[config.mk]
export PLATFORM = sky130hd
export DESIGN_NAME = line_tokenizer_with_strings_unit
export DESIGN_NICKNAME = d
export VERILOG_FILES = /design/src/rtl/core/ltws_pkg.sv /design/src/rtl/core/line_tokenizer_with_strings_unit.sv /design/src/rtl/core/ltws_lexer.sv
export SDC_FILE = /design/constraint.sdc
export NUM_CORES = 1
export LEC_CHECK = 0
export ABC_AREA = 1
export BUFFER_PORTS_ARGS = -buffer_cell sky130_fd_sc_hd__buf_4
export CORE_MARGIN = 5
export CORE_UTILIZATION = 30
export DETAILED_ROUTE_END_ITERATION = 10
export SLEW_MARGIN = 20
export SYNTH_ARGS = -nofsm -noshare
export SYNTH_HDL_FRONTEND = slang
export SYNTH_HIERARCHICAL = 1
export SYNTH_SLANG_ARGS = --single-unit
[constraint.sdc]
create_clock -name clk_i -period 5.9 [get_ports clk_i]
set_input_delay 0.59 -clock clk_i [delete_from_list [all_inputs] [get_ports clk_i]]
set_output_delay 0.59 -clock clk_i [all_outputs]
set_load 0.005 [all_outputs]
[src/rtl/core/ltws_pkg.sv]
// Shared constants, types and helper functions for the line tokenizer.
package ltws_pkg;

  // Columns saturate at this value; token start columns stop one below it.
  localparam int unsigned MAX_COLUMNS = 4096;

  localparam int unsigned CH_W    = 8;
  localparam int unsigned COL_W   = $clog2(MAX_COLUMNS + 1);
  localparam int unsigned START_W = $clog2(MAX_COLUMNS);
  localparam int unsigned LINE_W  = 16;
  localparam int unsigned KIND_W  = 2;

  localparam int unsigned RES_BITS    = LINE_W + START_W + COL_W;
  localparam int unsigned OUT_TDATA_W = ((RES_BITS + 7) / 8) * 8;

  localparam logic [COL_W-1:0]   MAX_COL_C    = COL_W'(MAX_COLUMNS);
  localparam logic [START_W-1:0] LAST_START_C = START_W'(MAX_COLUMNS - 1);
  localparam logic [LINE_W-1:0]  LINE_MAX_C   = {LINE_W{1'b1}};
  localparam logic [LINE_W-1:0]  LINE_FIRST_C = LINE_W'(1);

  localparam logic [CH_W-1:0] CHAR_HASH   = 8'h23;
  localparam logic [CH_W-1:0] CHAR_QUOTE  = 8'h22;
  localparam logic [CH_W-1:0] CHAR_BSLASH = 8'h5C;
  localparam logic [CH_W-1:0] CHAR_SPACE  = 8'h20;
  localparam logic [CH_W-1:0] CHAR_TAB    = 8'h09;
  localparam logic [CH_W-1:0] CHAR_CR     = 8'h0D;

  typedef enum logic [KIND_W-1:0] {
    KIND_WORD   = 2'd0,
    KIND_STRING = 2'd1,
    KIND_ERROR  = 2'd2
  } kind_e;

  // One token result as produced by the lexer core.
  typedef struct packed {
    logic               valid;
    kind_e              kind;
    logic [LINE_W-1:0]  line_no;
    logic [START_W-1:0] start_col;
    logic [COL_W-1:0]   end_col;
  } ltws_result_t;

  // Whitespace is the space and the control bytes from tab to carriage return.
  function automatic logic is_blank(input logic [CH_W-1:0] c);
    return (c == CHAR_SPACE) || ((c >= CHAR_TAB) && (c <= CHAR_CR));
  endfunction

endpackage

[src/rtl/core/line_tokenizer_with_strings_unit.sv]
// Top level of the streaming line tokenizer with quoted strings.
//
// The block takes one character item per cycle on the slave stream and reports
// each finished token on the master stream. An item carries a character byte in
// tdata, or an end-of-line mark in tlast (the byte is then ignored). Whitespace
// separates words, a '#' outside a string starts a comment that runs to the end
// of the line, and a '"' at the start of a token opens a string in which a
// backslash escapes the next byte; the string token includes its closing quote.
// Each token result gives its kind in tuser and its line number, start column
// and end column (one past its last byte) in tdata. Columns saturate at 4096
// and line numbers at 65535. A string still open at the end of its line
// produces one error result, after which the block keeps accepting items but
// drops them until reset. The block sustains one item per cycle while results
// are taken: an item is held in the input register and its token, if any, is
// written to the result register when the item moves on, and from there it is
// offered on the master stream. The rate is set by the update of the lexer
// state (mode, column, token start and line), which each item reads and writes.
// The input side stalls only when the result register is full and not taken.
module line_tokenizer_with_strings_unit import ltws_pkg::*; (
  input  logic                   clk_i,
  input  logic                   rst_ni,
  // Slave stream: one character or end-of-line mark per item.
  input  logic                   s_axis_tvalid,
  output logic                   s_axis_tready,
  input  logic [CH_W-1:0]        s_axis_tdata,   // [7:0] ch
  input  logic                   s_axis_tlast,   // line_end
  // Master stream: at most one token result per item.
  output logic                   m_axis_tvalid,
  input  logic                   m_axis_tready,
  output logic [OUT_TDATA_W-1:0] m_axis_tdata,   // [15:0] line_no, [27:16] start_col,
                                                 // [40:28] end_col, rest zero
  output logic [KIND_W-1:0]      m_axis_tuser    // [1:0] kind
);

  // Input register stage.
  logic            in_vld_q, in_vld_d;
  logic [CH_W-1:0] ch_q;
  logic            eol_q;

  // Result register stage.
  logic               out_vld_q, out_vld_d;
  kind_e              kind_q;
  logic [LINE_W-1:0]  line_q;
  logic [START_W-1:0] scol_q;
  logic [COL_W-1:0]   ecol_q;

  ltws_result_t lex_res;
  logic         lex_halted;
  logic         advance;
  logic         in_take;

  // The item in the input register moves on whenever the result register is
  // free or being emptied in this cycle.
  assign advance       = in_vld_q && (!out_vld_q || m_axis_tready);
  assign s_axis_tready = !in_vld_q || advance;
  assign in_take       = s_axis_tvalid && s_axis_tready;

  ltws_lexer u_lexer (
    .clk_i      (clk_i),
    .rst_ni     (rst_ni),
    .step_i     (advance),
    .ch_i       (ch_q),
    .line_end_i (eol_q),
    .res_o      (lex_res),
    .halted_o   (lex_halted)
  );

  always_comb begin
    in_vld_d = in_vld_q;
    if (in_take) begin
      in_vld_d = 1'b1;
    end else if (advance) begin
      in_vld_d = 1'b0;
    end
  end

  always_comb begin
    out_vld_d = out_vld_q;
    if (advance) begin
      out_vld_d = lex_res.valid;
    end else if (m_axis_tready) begin
      out_vld_d = 1'b0;
    end
  end

  always_ff @(posedge clk_i or negedge rst_ni) begin
    if (!rst_ni) begin
      in_vld_q  <= 1'b0;
      out_vld_q <= 1'b0;
    end else begin
      in_vld_q  <= in_vld_d;
      out_vld_q <= out_vld_d;
    end
  end

  // Payload registers carry no reset.
  always_ff @(posedge clk_i) begin
    if (in_take) begin
      ch_q  <= s_axis_tdata;
      eol_q <= s_axis_tlast;
    end
    if (advance && lex_res.valid) begin
      kind_q <= lex_res.kind;
      line_q <= lex_res.line_no;
      scol_q <= lex_res.start_col;
      ecol_q <= lex_res.end_col;
    end
  end

  assign m_axis_tvalid = out_vld_q;
  assign m_axis_tuser  = kind_q;
  assign m_axis_tdata  = OUT_TDATA_W'({ecol_q, scol_q, line_q});

`ifndef SYNTH
  // A halted lexer never produces another token.
  assert property (@(posedge clk_i) disable iff (!rst_ni)
    lex_halted |-> !lex_res.valid)
    else $error("token produced while halted");

  // Every token spans at least one column.
  assert property (@(posedge clk_i) disable iff (!rst_ni)
    m_axis_tvalid |-> (m_axis_tdata[40:28] > {1'b0, m_axis_tdata[27:16]}))
    else $error("token end column not past start column");

  // Line numbers count from one.
  assert property (@(posedge clk_i) disable iff (!rst_ni)
    m_axis_tvalid |-> (m_axis_tdata[15:0] != '0))
    else $error("token reported on line zero");

  // A result enters the output register only from an item that moved on.
  assert property (@(posedge clk_i) disable iff (!rst_ni)
    (!$past(out_vld_q) && out_vld_q) |-> $past(advance && lex_res.valid))
    else $error("result appeared without a source item");
`endif

endmodule

[src/rtl/core/ltws_lexer.sv]
// Lexer core: mode, column, token start and line registers with next-state logic.
module ltws_lexer import ltws_pkg::*; (
  input  logic             clk_i,
  input  logic             rst_ni,
  input  logic             step_i,
  input  logic [CH_W-1:0]  ch_i,
  input  logic             line_end_i,
  output ltws_result_t     res_o,
  output logic             halted_o
);

  typedef enum logic [5:0] {
    MODE_BETWEEN = 6'b000001,
    MODE_WORD    = 6'b000010,
    MODE_STRING  = 6'b000100,
    MODE_ESCAPE  = 6'b001000,
    MODE_COMMENT = 6'b010000,
    MODE_HALTED  = 6'b100000
  } mode_e;

  mode_e              mode_q, mode_d;
  logic [COL_W-1:0]   column_q, column_d;
  logic [START_W-1:0] start_q, start_d;
  logic [LINE_W-1:0]  line_q, line_d;

  logic [COL_W-1:0]   next_col;
  logic [START_W-1:0] open_col;
  logic               blank;

  assign next_col = (column_q < MAX_COL_C) ? column_q + COL_W'(1) : MAX_COL_C;
  assign open_col = (column_q < COL_W'(MAX_COLUMNS - 1)) ? column_q[START_W-1:0]
                                                         : LAST_START_C;
  assign blank    = is_blank(ch_i);
  assign halted_o = (mode_q == MODE_HALTED);

  always_comb begin
    mode_d          = mode_q;
    column_d        = column_q;
    start_d         = start_q;
    line_d          = line_q;
    res_o           = '0;
    res_o.kind      = KIND_WORD;
    res_o.line_no   = line_q;
    res_o.start_col = start_q;
    res_o.end_col   = column_q;

    if (step_i && (mode_q != MODE_HALTED)) begin
      if (line_end_i) begin
        if ((mode_q == MODE_STRING) || (mode_q == MODE_ESCAPE)) begin
          // A string left open at the end of its line is fatal.
          res_o.valid = 1'b1;
          res_o.kind  = KIND_ERROR;
          mode_d      = MODE_HALTED;
        end else begin
          res_o.valid = (mode_q == MODE_WORD);
          line_d      = (line_q < LINE_MAX_C) ? line_q + LINE_W'(1) : LINE_MAX_C;
          column_d    = '0;
          mode_d      = MODE_BETWEEN;
        end
      end else begin
        column_d = next_col;
        unique case (mode_q)
          MODE_BETWEEN: begin
            if (ch_i == CHAR_HASH) begin
              mode_d = MODE_COMMENT;
            end else if (!blank) begin
              start_d = open_col;
              mode_d  = (ch_i == CHAR_QUOTE) ? MODE_STRING : MODE_WORD;
            end
          end
          MODE_WORD: begin
            if ((ch_i == CHAR_HASH) || blank) begin
              res_o.valid = 1'b1;
              mode_d      = (ch_i == CHAR_HASH) ? MODE_COMMENT : MODE_BETWEEN;
            end
          end
          MODE_STRING: begin
            if (ch_i == CHAR_BSLASH) begin
              mode_d = MODE_ESCAPE;
            end else if (ch_i == CHAR_QUOTE) begin
              // The closing quote belongs to the token.
              res_o.valid   = 1'b1;
              res_o.kind    = KIND_STRING;
              res_o.end_col = next_col;
              mode_d        = MODE_BETWEEN;
            end
          end
          MODE_ESCAPE: begin
            mode_d = MODE_STRING;
          end
          default: begin
            mode_d = mode_q;
          end
        endcase
      end
    end
  end

  always_ff @(posedge clk_i or negedge rst_ni) begin
    if (!rst_ni) begin
      mode_q   <= MODE_BETWEEN;
      column_q <= '0;
      start_q  <= '0;
      line_q   <= LINE_FIRST_C;
    end else begin
      mode_q   <= mode_d;
      column_q <= column_d;
      start_q  <= start_d;
      line_q   <= line_d;
    end
  end

endmodule

==> results.ini <==
[run_status]
outcome = finished, final reports clean

[floorplan]
std_cell_rows = 46
floorplan.initialDensity_pct = 30.8
core-area_sq_mm = 0.0159
dieHeight_um = 138
dieWidth_um = 138
fp.dieArea_sq_mm = 0.0190
number_of_top_level_pins = 65

[placement]
placement.io_buffers = 57
detailed_place_hpwl_um = 7810
placedCellCount = 800
place_ws_ps = 3330
rd_place_congestion = 0.885

[clock_tree]
clk_pin_slew_ps = 70
cts_htree_levels = 3
cts_tree = built
clk_root_buffer_cell = sky130_fd_sc_hd__clkbuf_16
cts.repair.resized = 0
number_of_buffers_created_by_cts = 9
insertion_delay_ps = 350
hold_buffers = 0
cts.sinks = 101
cts_post_setup_buffers_inserted = 0
cts-root-to-sink-buffers = 2

[setup_path]
critPathMaxFanout = 29
setup.worst_path.class = register to register
crit_path_end_kind = register
critical_path_required_ps = 5950
worst_ep_arrival_time_ps = 2450
start_kind = register

[pwr]
max-vdd-ir-drop_mv = 0.144
pwr_density_cell_mw_per_mm2 = 318
total_leakage_power_nw = 2.51
report.power.total_mw = 1.85

[flow_run]
timing.max_cap.violations = 0

[final_layout]
instances_no_fill = 816
insertedDiodeCount = 0
area_delta_synth_final_pct = 18.5
num-nets-final = 610
drive_gt1_share_pct = 18.8
finish.utilization_pct = 36.5

[routing]
detail-route-antenna-nets = 0
vias_per_cell = 4.51
routed_wirelength_normalized_by_instance_count_um = 13.0
drtIter0Drc = 193
dr_total_vias = 3683
detailedRoute.firstPassIterationCount = 4
route.detailed.drc = 0
route.final.wire_length_um = 10600

[yosys]
synth.avg_cell_area_sq_um = 9.18
synthCells = 535
mapped_cell_area_sq_mm = 0.00491
yosys_warnings = 6

[sta]
clock.fmax_mhz = 417
setup_violations = 0
drv_slew = 0
tightest_slew_margin_relative_to_the_limit_pct = 43.2
worst_pin_slew_ps = 848
report.final.hold_viol_count = 0
setup_total_negative_slack_ps = 0
rsz0062_at_grt = no
postLayoutSetupSlackWorst_ps = 3500
fin_skew_ps = 10.8
final_period_minus_worst_setup_slack_ps = 2400
timing.final.crit_share_pct = 40.7

[global_route]
gr-total-overflow = 0
grt_pass1_vias = 3600
largest_net_degree_at_the_start_of_global_routing = 50
grt_use_total_pct = 11.8
grt_antenna_before_repair = 0
grt_first_pass_wirelength_um = 17900

[worst_hold_path]
holdCritPathClass = primary input to async pin

## worst max-delay path, stage by stage, from the launching register on
cell and delay, ps:
sky130_fd_sc_hd__dfrtp_1 410, sky130_fd_sc_hd__nor2_2 200, sky130_fd_sc_hd__nand2_1 90, sky130_fd_sc_hd__nor2_2 170, sky130_fd_sc_hd__inv_1 80, sky130_fd_sc_hd__nand2_1 90
sky130_fd_sc_hd__o21ai_0 80, sky130_fd_sc_hd__a31oi_1 150, sky130_fd_sc_hd__inv_1 100, sky130_fd_sc_hd__nor2_4 450, sky130_fd_sc_hd__buf_12 260
## stage by stage
step | hold WS (ps) | cell area, sq um
2_1_floorplan | 294 | 4930
3_3_place_gp | 428 | 5520
3_5_place_dp | 426 | 5540
4_1_cts | 271 | 5820
5_1_grt | 296 | 5820
6_report | 250 | 5820
## power by group
part | switching, mW | total (mW) | internal [mW]
combinational | 0.202 | 0.335 | 0.133
clock | 0.262 | 0.552 | 0.289
sequential | 0.0829 | 0.964 | 0.881
## sequential cells by signal (all words and copies together), names as in the netlist, 2 cells and up
| register | cells |
|---|---|
| scol_q | 12 |
| u_lexer/column_q | 13 |
| u_lexer/mode_q | 6 |
| u_lexer/start_q | 12 |
| line_q | 16 |
| ch_q | 8 |
| u_lexer/line_q | 16 |
| m_axis_tuser | 2 |
| ecol_q | 13 |
## per-layer routing
metal  track usage [%]  part of all wire, %
met5                 0                    0
met1              15.5                   45
met4              3.57                  1.2
met2              19.1                   49
met3              3.30                  4.8
## area by class of cell
cell class	instances	area, sq um
clock buffer	10	229
clock inverter	6	46.3
fill	1593	10100
inverter	74	285
multi-input combinational	350	1740
sequential	101	2790
tap	216	270
timing repair buffer	59	455
## cells in the final DEF (no fill, tap or decap), drive strengths merged
cell and instances:
a21oi 6, a31oi 1, buf 59, clkbuf 10, clkinv 3, clkinvlp 3
conb 7, dfrtp 47, dfstp 2, edfxtp 52, ha 2, inv 74
nand2 129, nand3 52, nand3b 1, nand4 10, nor2 56, nor3 12
o21ai 50, o22ai 6, or2 9, xor2 9
## final timing paths
path | to | cells past startpoint | slack, ps | startpoint
setup reg to reg | scol_q[11] | 10 | 3500 | u_lexer/mode_q[4]
setup / recovery | scol_q[11] | 10 | 3500 | u_lexer/mode_q[4]
min in group clk_i | ch_q[0] | 1 | 420 | s_axis_tdata[0]
hold / removal | u_lexer/line_q[13] | 1 | 250 | rst_ni
max in group asynchronous | u_lexer/column_q[10] | 1 | 5200 | rst_ni
hold reg to reg | scol_q[6] | 0 | 440 | u_lexer/start_q[6]
Note: power is estimated with default switching activity, not from simulation.
